$ cat config.mk
export PLATFORM = sky130hd
export DESIGN_NAME = kmw_ctrl
export DESIGN_NICKNAME = d
export VERILOG_FILES = /design/src/hw/rtl/kmw_pkg.sv /design/src/hw/rtl/kmw_ctrl.sv
export SDC_FILE = /design/constraint.sdc
export NUM_CORES = 1
export LEC_CHECK = 0
export ABC_AREA = 1
export BUFFER_PORTS_ARGS = -buffer_cell sky130_fd_sc_hd__buf_4
export CORE_UTILIZATION = 45
export DETAILED_ROUTE_END_ITERATION = 7
export PLACE_DENSITY = 0.79
export SLEW_MARGIN = 5
export SYNTH_ARGS = -nofsm -noshare
export SYNTH_HDL_FRONTEND = slang
export SYNTH_SLANG_ARGS = --single-unit
$ cat constraint.sdc
create_clock -name clk -period 1.3 [get_ports clk]
set_input_delay 0.13 -clock clk [delete_from_list [all_inputs] [get_ports clk]]
set_output_delay 0.13 -clock clk [all_outputs]
set_load 0.005 [all_outputs]
$ cat src/hw/rtl/kmw_pkg.sv
// shared types and constants for the spanning forest weight block
// no dependencies
package kmw_pkg;

  localparam int MAX_VERTICES = 1024;
  localparam int MAX_EDGES    = 4096;
  localparam int VERT_W  = $clog2(MAX_VERTICES);
  localparam int EIDX_W  = $clog2(MAX_EDGES);
  localparam int CNT_W   = EIDX_W + 1;
  localparam int VC_W    = 11;
  localparam int WT_W    = 48;
  localparam int SUM_W   = 63;
  localparam int RANK_W  = 4;
  localparam logic [RANK_W-1:0] RANK_MAX = '1;
  localparam logic [SUM_W-1:0]  SUM_MAX  = '1;
  localparam int IN_DATA_W  = 72;
  localparam int OUT_DATA_W = 64;

  typedef struct packed {
    logic [WT_W-1:0]   weight;
    logic [VERT_W-1:0] to;
    logic [VERT_W-1:0] from;
  } edge_rec_t;

  typedef enum logic [4:0] {
    OP_NONE, OP_LOAD, OP_INS_RD, OP_INS_SHIFT, OP_INS_PUT, OP_CLR,
    OP_WALK_START, OP_EDGE_RD, OP_EDGE_LATCH, OP_FIND_RD, OP_FIND_STEP,
    OP_COMP_STEP, OP_NEXT_SIDE, OP_ADD_RD_A, OP_RD_B, OP_UNION,
    OP_NEXT_EDGE, OP_EMIT
  } dp_op_t;

  typedef struct packed {
    logic store_full;
    logic pos_zero;
    logic mem_gt;
    logic new_last;
    logic clr_last;
    logic ends_ok;
    logic root_hit;
    logic at_root;
    logic side_b;
    logic same_set;
    logic edge_last;
    logic out_busy;
  } dp_status_t;

  typedef enum logic [4:0] {
    ST_CLR, ST_IDLE, ST_INS_CHK, ST_INS_RD, ST_INS_CMP, ST_INS_PUT, ST_WALK,
    ST_EDGE_RD, ST_EDGE_LAT, ST_EDGE_CHK, ST_FRD, ST_FSTEP, ST_CCHK, ST_CRD,
    ST_CSTEP, ST_SIDE_DONE, ST_MERGE, ST_RK_A, ST_RK_B, ST_UNION, ST_NEXT,
    ST_EMIT
  } kmw_state_t;

endpackage

$ cat src/hw/rtl/kmw_ctrl.sv
// sequencer for loading, insertion sort, union-find walk and clearing
// depends on kmw_pkg
module kmw_ctrl import kmw_pkg::*; (
  input  logic       clk,
  input  logic       rst,
  input  logic       in_valid,
  output logic       in_ready,
  output dp_op_t     op,
  input  dp_status_t status
);

  kmw_state_t state, state_next;

  // state register, reset starts with a clearing sweep
  always_ff @(posedge clk) begin
    if (rst) begin
      state <= ST_CLR;
    end else begin
      state <= state_next;
    end
  end

  // next state and datapath command
  always_comb begin
    state_next = state;
    op         = OP_NONE;
    in_ready   = 1'b0;
    case (state)
      ST_CLR: begin
        op = OP_CLR;
        if (status.clr_last) state_next = ST_IDLE;
      end
      ST_IDLE: begin
        in_ready = 1'b1;
        if (in_valid) begin
          op = OP_LOAD;
          if (!status.store_full) state_next = ST_INS_CHK;
          else state_next = ST_WALK;
        end
      end
      ST_INS_CHK: begin
        state_next = status.pos_zero ? ST_INS_PUT : ST_INS_RD;
      end
      ST_INS_RD: begin
        op = OP_INS_RD;
        state_next = ST_INS_CMP;
      end
      ST_INS_CMP: begin
        if (status.mem_gt) begin
          op = OP_INS_SHIFT;
          state_next = ST_INS_CHK;
        end else begin
          state_next = ST_INS_PUT;
        end
      end
      ST_INS_PUT: begin
        op = OP_INS_PUT;
        state_next = status.new_last ? ST_WALK : ST_IDLE;
      end
      ST_WALK: begin
        if (status.new_last) begin
          op = OP_WALK_START;
          state_next = ST_EDGE_RD;
        end else begin
          state_next = ST_IDLE;
        end
      end
      ST_EDGE_RD: begin
        op = OP_EDGE_RD;
        state_next = ST_EDGE_LAT;
      end
      ST_EDGE_LAT: begin
        op = OP_EDGE_LATCH;
        state_next = ST_EDGE_CHK;
      end
      ST_EDGE_CHK: begin
        state_next = status.ends_ok ? ST_FRD : ST_NEXT;
      end
      // root search, a parent read and then a step toward the root
      ST_FRD: begin
        op = OP_FIND_RD;
        state_next = ST_FSTEP;
      end
      ST_FSTEP: begin
        op = OP_FIND_STEP;
        state_next = status.root_hit ? ST_CCHK : ST_FRD;
      end
      // path compression walk
      ST_CCHK: begin
        state_next = status.at_root ? ST_SIDE_DONE : ST_CRD;
      end
      ST_CRD: begin
        op = OP_FIND_RD;
        state_next = ST_CSTEP;
      end
      ST_CSTEP: begin
        op = OP_COMP_STEP;
        state_next = ST_CCHK;
      end
      ST_SIDE_DONE: begin
        if (!status.side_b) begin
          op = OP_NEXT_SIDE;
          state_next = ST_FRD;
        end else begin
          state_next = ST_MERGE;
        end
      end
      ST_MERGE: begin
        state_next = status.same_set ? ST_NEXT : ST_RK_A;
      end
      ST_RK_A: begin
        op = OP_ADD_RD_A;
        state_next = ST_RK_B;
      end
      ST_RK_B: begin
        op = OP_RD_B;
        state_next = ST_UNION;
      end
      ST_UNION: begin
        op = OP_UNION;
        state_next = ST_NEXT;
      end
      ST_NEXT: begin
        op = OP_NEXT_EDGE;
        state_next = status.edge_last ? ST_EMIT : ST_EDGE_RD;
      end
      ST_EMIT: begin
        if (!status.out_busy) begin
          op = OP_EMIT;
          state_next = ST_CLR;
        end
      end
      default: state_next = ST_CLR;
    endcase
  end

endmodule

==> reports/qor.csv, run 1 <==
metric,value,unit
CTS Sinks,5,
last stage reached,4_1_cts,
Unique masters post-synth,22,
synthesis warning total,0,
HPWL Detailed,2110,um
register area share after synthesis,0.142,
clk root buf,clkbuf_4,
"Setup Fix Bufs, Post-CTS",13,
Post-Syn Area,703,sq um
CTS buffer count,3,
Site Rows,13,
Post-CTS Hold Fix Bufs,0,
Initial Utilization,0.509,
H-tree depth,1,
die height,41.5,um
Cells after Synth,131,
gp weighted congestion,0.997,
Seq cells post-synth,5,
Post-Syn Nets,146,
IO buf count,20,
clock buffer depth,2,
PostCTS Resize Cnt,62,
Error,"[ERROR DPL-0038] Utilization greater than 100%, impossible to legalize",
syn_area_per_cell,5.37,sq um
io pins,21,
die width,41.5,um
outcome,did not finish,
-- cells in the mapped netlist --
| library cell | n | area, sq um |
|---|---|---|
| nand2_1 | 30 | 113 |
| nor2_1 | 22 | 82.6 |
| inv_1 | 13 | 48.8 |
| nand3_1 | 12 | 60.1 |
| a21oi_1 | 8 | 40.0 |
| nor2_2 | 7 | 43.8 |
| dfxtp_1 | 5 | 100 |
| nor3_1 | 5 | 25.0 |
| o21ai_0 | 5 | 25.0 |
| inv_2 | 4 | 15.0 |
| nand2_2 | 4 | 25.0 |
| nand4_1 | 3 | 18.8 |
| nand3_2 | 2 | 20.0 |
| nand3b_1 | 2 | 15.0 |
| o21ai_1 | 2 | 10.0 |
| a211oi_1 | 1 | 7.51 |
| a221oi_1 | 1 | 8.76 |
| a41oi_1 | 1 | 8.76 |
| nor2_4 | 1 | 11.3 |
| o2111ai_1 | 1 | 8.76 |
| o211a_1 | 1 | 10.0 |
| or2_2 | 1 | 6.26 |
-- kinds of logic after synthesis --
family / after synthesis / synth area share
buffers and inverters: 17 / 0.0907
and+or+nand+nor: 89 / 0.598
AOI/OAI and AO/OA: 20 / 0.169
DFF: 5 / 0.142
-- metrics by stage --
stage	setup TNS [ps]	instances	worst slack [ps]	instance area [sq um]	hold slack, ps
detailed placement	-893	189	-136	1040	334
global placement	-881	189	-135	1040	334
floorplan	0	131	58.0	703	199
==> run 2: changes to the inputs <==
--- a/config.mk
+++ b/config.mk
@@ -7,9 +7,10 @@
 export LEC_CHECK = 0
 export ABC_AREA = 1
 export BUFFER_PORTS_ARGS = -buffer_cell sky130_fd_sc_hd__buf_4
-export CORE_UTILIZATION = 45
+export CORE_AREA = 2 2 63 65
 export DETAILED_ROUTE_END_ITERATION = 7
-export PLACE_DENSITY = 0.79
+export DIE_AREA = 0 0 65 67
+export PLACE_DENSITY_LB_ADDON = 0.15
 export SLEW_MARGIN = 5
 export SYNTH_ARGS = -nofsm -noshare
 export SYNTH_HDL_FRONTEND = slang
==> constraint.sdc (replaced) <==
create_clock -name clk -period 1.7 [get_ports clk]
set_input_delay 0.17 -clock clk [delete_from_list [all_inputs] [get_ports clk]]
set_output_delay 0.17 -clock clk [all_outputs]
set_load 0.005 [all_outputs]
==> reports/qor.csv, run 2 <==
metric,value,unit,change
most frequent cell after synthesis,nand2_1,,unchanged
Vias/cell,4.71,,
Max IR drop VDD,0.351,mV,
P per Cell Area,1140,nW/um^2,
"most common cell after layout, fill and taps aside",nand2_1,,
outcome,"complete, no violations",,was did not finish
CTS Sinks,5,,unchanged
crit-path max cell delay,380,ps,
worst slew pin tran,306,ps,
Synth async-reset ratio,0,,unchanged
Site Rows,22,,was 13
drt drc,0,,
Crit. Startpoint,state[1],,
Crit Path Class,flip-flop to primary output,,
Comb power frac,0.623,,
Unique masters post-synth,22,,unchanged
HPWL Detailed,2320,um,was 2110 um
gp weighted congestion,0.995,,was 0.997
"Primary FF master, synth",dfxtp_1,,unchanged
pin count of the biggest net entering global routing,8,,
worst reg-to-reg setup slack,260,ps,
hold_ws,140,ps,
Peak Freq,0.608,GHz,
Reg2Reg Capture Point,state[2],,
Sequential Power Share,0.183,,
Switch Pwr,0.000571,W,
Post-Syn Area,703,sq um,unchanged
Tcrit/Tclk final,0.968,,
share of cells above drive strength 1,0.338,,
synthesis-to-layout area growth,46.8,%,
CP Capture Type,primary output,,
Total Die Area,4360,sq um,
Tightest Hold Check Type,input port to flip-flop,,
synthesis warning total,0,,unchanged
H-tree depth,1,,unchanged
clk root buf,clkbuf_8,,was clkbuf_4
Routed WL,2720,um,
grt ovf,0,,
Largest Register,state,,
Sw Share,0.487,,
die width,65,um,was 41.5 um
"critical path, cell by cell",inv_2 -> nand3_4 -> nor2_1 -> nor2_2 -> o211a_1 -> nand3_1 -> buf_4,,
vias in the first global route,893,,
clock-pin slew on the worst setup and hold paths,40,ps,
Area contributors post-synth,"nand2_1, dfxtp_1, nor2_1, nand3_1, inv_1",,unchanged
Post-Syn Nets,146,,unchanged
Hold Startpoint,rst,,
"Slowest-stage cell, CP",dfxtp_4,,
DR iter-0 viols,66,,
Hold Path Stages,2,,
Max Cap Viol,0,,
via count,979,,
Seq cells post-synth,5,,unchanged
Skew-Pair Late Insertion Delay,230,ps,
Slew headroom,0.795,,
clock buffer depth,2,,unchanged
Final Hold Fails,0,,
Required @ worst endpoint,1530,ps,
register area share after synthesis,0.142,,unchanged
top cell type's share of synthesized area,0.160,,unchanged
syn_area_per_cell,5.37,sq um,unchanged
max reg flops,5,,
CTS buffer count,3,,unchanged
TritonCTS clock tree,built,,
largest registers,state (5),,
first-pass GRT wire length,4310,um,
number of synthesized flops with an enable pin,0,,unchanged
Period minus WS final,1650,ps,
Worst Path Arrival,1480,ps,
setup TNS,0,ps,
Synth area leader,nand2_1,,unchanged
die height,67,um,was 41.5 um
io pins,21,,unchanged
fin nets,176,,
drt pass-1 iters,4,,
crit start category,flip-flop,,
"Core Util, Final",0.286,,
RSZ-0062 raised after global routing,false,,
antenna violation net count after detailed routing,0,,
overall power,0.00117,W,
Int Power,0.000602,W,
Initial Utilization,0.195,,was 0.509
diodes inserted,0,,
fillers,411,,
leak pwr,0.498,nW,
gr usage total,0.132,,
most frequent cells in the layout,"nand2_1, buf_4, nor2_1",,
Post-synth top cells,"nand2_1, nor2_1, inv_1",,unchanged
IO buf count,20,,unchanged
reg2reg path depth,10,,
power share of the clock group,0.194,,
Cells after Synth,131,,unchanged
fin. max-slew vios,0,,
endpoints failing setup,0,,
RR Startpoint,state[1],,
wire per inst,13.1,um,
Hold Path End,state[0],,
core box area,3610,sq um,
Clock Skew,6.66,ps,
"critical path fanouts, max",6,,
initial antenna violation count,0,,
## run 2: cell counts after synthesis
No cell type changed its count.
## run 2: layout make-up
cell class	count	area, sq um	share of cell area
clock buffers	4	45.0	0.0436
inverters	17	66.3	0.0642
multi-input cells	109	559	0.542
flip-flops and latches	5	114	0.110
well taps	48	60.1	0.0582
repair buffers	25	188	0.182
## run 2: through the flow
step | instance area [sq um] | setup slack [ps] | instances
2_1_floorplan | 703 | 458 | 131
3_3_place_gp | 928 | 48.2 | 201
3_5_place_dp | 928 | 92.7 | 201
4_1_cts | 980 | 6.73 | 205
5_1_grt | 1030 | 6.07 | 208
6_report | 1030 | 54.1 | 208
## run 2: worst max path at each step
stage / endpoint / slack [ps] / cells past startpoint
after detailed placement: op[0] / 90 / 7
after floorplan: state[2] / 460 / 9
after global placement: op[0] / 50 / 7
after CTS: op[1] / 7 / 6
final: op[0] / 50 / 7
after global routing: op[0] / 6 / 7
## run 2: logic make-up (layout without fill, tap and decap cells)
logic type | after synthesis | count (layout) | synth area share
AO/OA/AOI/OAI | 20 | 20 | 0.169
AND/OR/NAND/NOR | 89 | 89 | 0.598
flip-flops | 5 | 5 | 0.142
buffers and inverters | 17 | 46 | 0.0907
## run 2: per-layer routing
| metal | share of wire | vias up | wire, um | GRT usage |
|---|---|---|---|---|
| li1 | - | 495 | - | - |
| met1 | 0.41 | 439 | 1120 | 0.160 |
| met2 | 0.50 | 41 | 1360 | 0.233 |
| met3 | 0.070 | 4 | 191 | 0.0203 |
| met4 | 0.019 | 0 | 51 | 0.0505 |
| met5 | 0 | - | 0 | 0 |
## run 2: what timing repair did
action,CTS,global route
resized for setup,4,10
gates cloned,0,0
pin swaps,1,2
setup endpoints to repair,3,4
hold buffers,0,0
setup buffers,0,3
## run 2: worst max-delay path, delay by kind of cell, from the launching register on
family,cells,cell delay (ps)
and+or+nand+nor,4,450
DFF,1,380
buffers and inverters,2,230
AOI/OAI and AO/OA,1,190
## run 2: power groups by stage
stage                     combinational, W  clock [W]  sequential [W]
after floorplan                   0.000440          0        0.000184
after global placement            0.000724          0        0.000192
after detailed placement          0.000693          0        0.000193
after CTS                         0.000697   0.000233        0.000194
after global routing              0.000808   0.000240        0.000221
final                             0.000730   0.000227        0.000215
Note: power is estimated with default switching activity, not from simulation.
==> run 3: changes to the inputs <==
--- a/config.mk
+++ b/config.mk
@@ -5,9 +5,9 @@
 export SDC_FILE = /design/constraint.sdc
 export NUM_CORES = 1
 export LEC_CHECK = 0
-export ABC_AREA = 1
 export BUFFER_PORTS_ARGS = -buffer_cell sky130_fd_sc_hd__buf_4
 export CORE_AREA = 2 2 63 65
+export CTS_CLUSTER_DIAMETER = 100
 export DETAILED_ROUTE_END_ITERATION = 7
 export DIE_AREA = 0 0 65 67
 export PLACE_DENSITY_LB_ADDON = 0.15
==> reports/qor.csv, run 3 <==
metric,value,unit,change
antenna violation net count after detailed routing,0,,unchanged
grt met3 use,0.0220,,was 0.0203
worst reg-to-reg setup slack,30,ps,was 260 ps
Final Hold Fails,0,,unchanged
top cell type's share of synthesized area,0.105,,was 0.160
worst slew pin tran,456,ps,was 306 ps
CTS buffer count,3,,unchanged
Period minus WS final,1690,ps,was 1650 ps
"critical path, cell by cell",buf_12 -> and2b_2 -> a21oi_2 -> o22ai_2 -> a22o_1 -> buf_4,,was inv_2 -> nand3_4 -> nor2_1 -> nor2_2 -> o211a_1 -> nand3_1 -> buf_4
met2 Use GR,0.280,,was 0.233
Post-Syn Nets,145,,was 146
Routed WL,3450,um,was 2720 um
H-tree depth,1,,unchanged
core box area,3610,sq um,unchanged
io pins,21,,unchanged
P per Cell Area,605,nW/um^2,was 1140 nW/um^2
Sequential Power Share,0.197,,was 0.183
leak pwr,0.548,nW,was 0.498 nW
RSZ-0062 raised after global routing,true,,was false
diodes inserted,0,,unchanged
"Primary FF master, synth",dfxtp_1,,unchanged
most frequent cells in the layout,"buf_4, nand2_1, nor2_1",,"was nand2_1, buf_4, nor2_1"
drt pass-1 iters,4,,unchanged
busiest grt layer,met2,,unchanged
endpoints failing setup,0,,unchanged
Area contributors post-synth,"dfxtp_1, buf_6, nand2_1, a21oi_1, nand2b_1",,"was nand2_1, dfxtp_1, nor2_1, nand3_1, inv_1"
fillers,375,,was 411
Storage cell area,119,sq um,was 114 sq um
Post-Syn Area,956,sq um,was 703 sq um
most frequent cell after synthesis,nand2_1,,unchanged
Initial Utilization,0.265,,was 0.195
Cells after Synth,130,,was 131
Tcrit/Tclk final,0.995,,was 0.968
vias in the first global route,1156,,was 893
Reg2Reg Capture Point,state[1],,was state[2]
Post-CTS Hold Fix Bufs,0,,unchanged
Synth async-reset ratio,0,,unchanged
die width,65,um,unchanged
outcome,"complete, no violations",,unchanged
gr usage total,0.167,,was 0.132
Hold Startpoint,rst,,unchanged
max reg flops,5,,unchanged
number of synthesized flops with an enable pin,0,,unchanged
gp weighted congestion,0.857,,was 0.995
Site Rows,22,,unchanged
Largest Register,state,,unchanged
"Slowest-stage cell, CP",dfxtp_4,,unchanged
Max IR drop VDD,0.327,mV,was 0.351 mV
synthesis-to-layout area growth,51.2,%,was 46.8%
first-pass GRT wire length,5630,um,was 4310 um
clock buffer depth,2,,unchanged
clock-pin slew on the worst setup and hold paths,40,ps,about the same
Seq cells post-synth,5,,unchanged
Tightest Hold Check Type,input port to flip-flop,,unchanged
setup TNS,0,ps,unchanged
syn_area_per_cell,7.35,sq um,was 5.37 sq um
power share of the clock group,0.252,,was 0.194
Post-synth top cells,"nand2_1, nor2_1, a21oi_1",,"was nand2_1, nor2_1, inv_1"
fin. max-slew vios,0,,unchanged
crit start category,flip-flop,,unchanged
Slew headroom,0.688,,was 0.795
"most common cell after layout, fill and taps aside",buf_4,,was nand2_1
HPWL Detailed,2550,um,was 2320 um
dpl cells,205,,was 201
clk root buf,clkbuf_8,,unchanged
die height,67,um,unchanged
Max Cap Viol,0,,unchanged
Unique masters post-synth,50,,was 22
largest registers,state (5),,unchanged
Vias/cell,5.49,,was 4.71
IO buf count,20,,unchanged
DR iter-0 viols,80,,was 66
CTS Sinks,5,,unchanged
via count,1180,,was 979
wire per inst,16.1,um,was 13.1 um
share of cells above drive strength 1,0.461,,was 0.338
crit-path max cell delay,360,ps,was 380 ps
Comb power frac,0.550,,was 0.623
Int Power,0.000527,W,was 0.000602 W
initial antenna violation count,0,,unchanged
Hold Path Stages,2,,unchanged
Clock Skew,6.06,ps,was 6.66 ps
area occupied by multi-input gates,806,sq um,was 559 sq um
Finished Layout Cells,215,,was 208
Sw Share,0.397,,was 0.487
synthesis warning total,0,,unchanged
Hold Path End,state[2],,was state[0]
"critical path fanouts, max",9,,was 6
fin nets,183,,was 176
Required @ worst endpoint,1530,ps,about the same
CP Capture Type,primary output,,unchanged
Crit Path Class,flip-flop to primary output,,unchanged
Synth area leader,dfxtp_1,,was nand2_1
Switch Pwr,0.000347,W,was 0.000571 W
reg2reg path depth,8,,was 10
Worst Path Arrival,1520,ps,was 1480 ps
GR Util met1,0.234,,was 0.160
drt drc,0,,unchanged
grt ovf,0,,unchanged
Skew-Pair Late Insertion Delay,220,ps,was 230 ps
Total Die Area,4360,sq um,unchanged
TritonCTS clock tree,built,,unchanged
RR Startpoint,state[4],,was state[1]
Peak Freq,0.591,GHz,was 0.608 GHz
register area share after synthesis,0.105,,was 0.142
pin count of the biggest net entering global routing,21,,was 8
## run 3: layer usage
layer  part of all wire  wire [um]
met1               0.49       1690
met2               0.48       1650
met3              0.032        110
met4                  0          0
met5                  0          0
## run 3: power groups by stage
| stage | clock network [W] | registers, W | logic [W] |
|---|---|---|---|
| 4_1_cts | 0.000228 | 0.000171 | 0.000448 |
| 5_1_grt | 0.000242 | 0.000174 | 0.000522 |
| 2_1_floorplan | 0 | 0.000143 | 0.000310 |
| 3_3_place_gp | 0 | 0.000171 | 0.000451 |
| 3_5_place_dp | 0 | 0.000172 | 0.000444 |
| 6_report | 0.000221 | 0.000173 | 0.000481 |
## run 3: repair_timing
action / in CTS / in global routing
cloned: 1 / 0
pin swaps: 1 / 3
gates resized for setup: 13 / 18
setup endpoints to repair: 8 / 6
buffers inserted: 3 / 2
## run 3: worst max-delay path, delay by kind of cell (launching register included)
family	cells	cell delay [ps]
compound gates	3	440
flops	1	360
buf+inv	2	250
simple gates	1	240
## run 3: per-stage QoR
stage | area (sq um) | power, W | utilization | worst slack [ps] | hold WS [ps]
floorplan | 956 | 0.000453 | - | 332 | 239
global placement | 1230 | 0.000622 | 0.340 | -83.1 | 378
detailed placement | 1230 | 0.000616 | 0.340 | -58.3 | 379
CTS | 1360 | 0.000847 | 0.377 | -6.71 | 133
global route | 1450 | 0.000939 | 0.401 | -75.5 | 127
finish | 1450 | 0.000874 | 0.401 | 9.18 | 138
## run 3: area by class of cell
cell class	instances	area share
Multi-Input combinational cell	108	0.558
Tap cell	48	0.0416
Inverter	4	0.0139
Sequential cell	5	0.0823
Timing Repair Buffer	46	0.273
Clock inverter	1	0.00346
Clock buffer	3	0.0286
## run 3: kinds of logic after synthesis
| group | Yosys count | share of synthesized area |
|---|---|---|
| AO/OA/AOI/OAI | 51 | 0.415 |
| XOR/XNOR | 2 | 0.0183 |
| buffers and inverters | 17 | 0.122 |
| flip-flops | 5 | 0.105 |
| AND/OR/NAND/NOR | 55 | 0.340 |
## run 3: worst max path at each step
stage / end / depth (start not counted) / from / slack, ps
2_1_floorplan: op[1] / 5 / state[4] / 330
6_report: op[0] / 6 / state[4] / 9
5_1_grt: op[0] / 6 / state[4] / -80
3_3_place_gp: state[2] / 5 / state[1] / -80
3_5_place_dp: op[2] / 5 / state[1] / -60
4_1_cts: op[0] / 6 / state[4] / -7
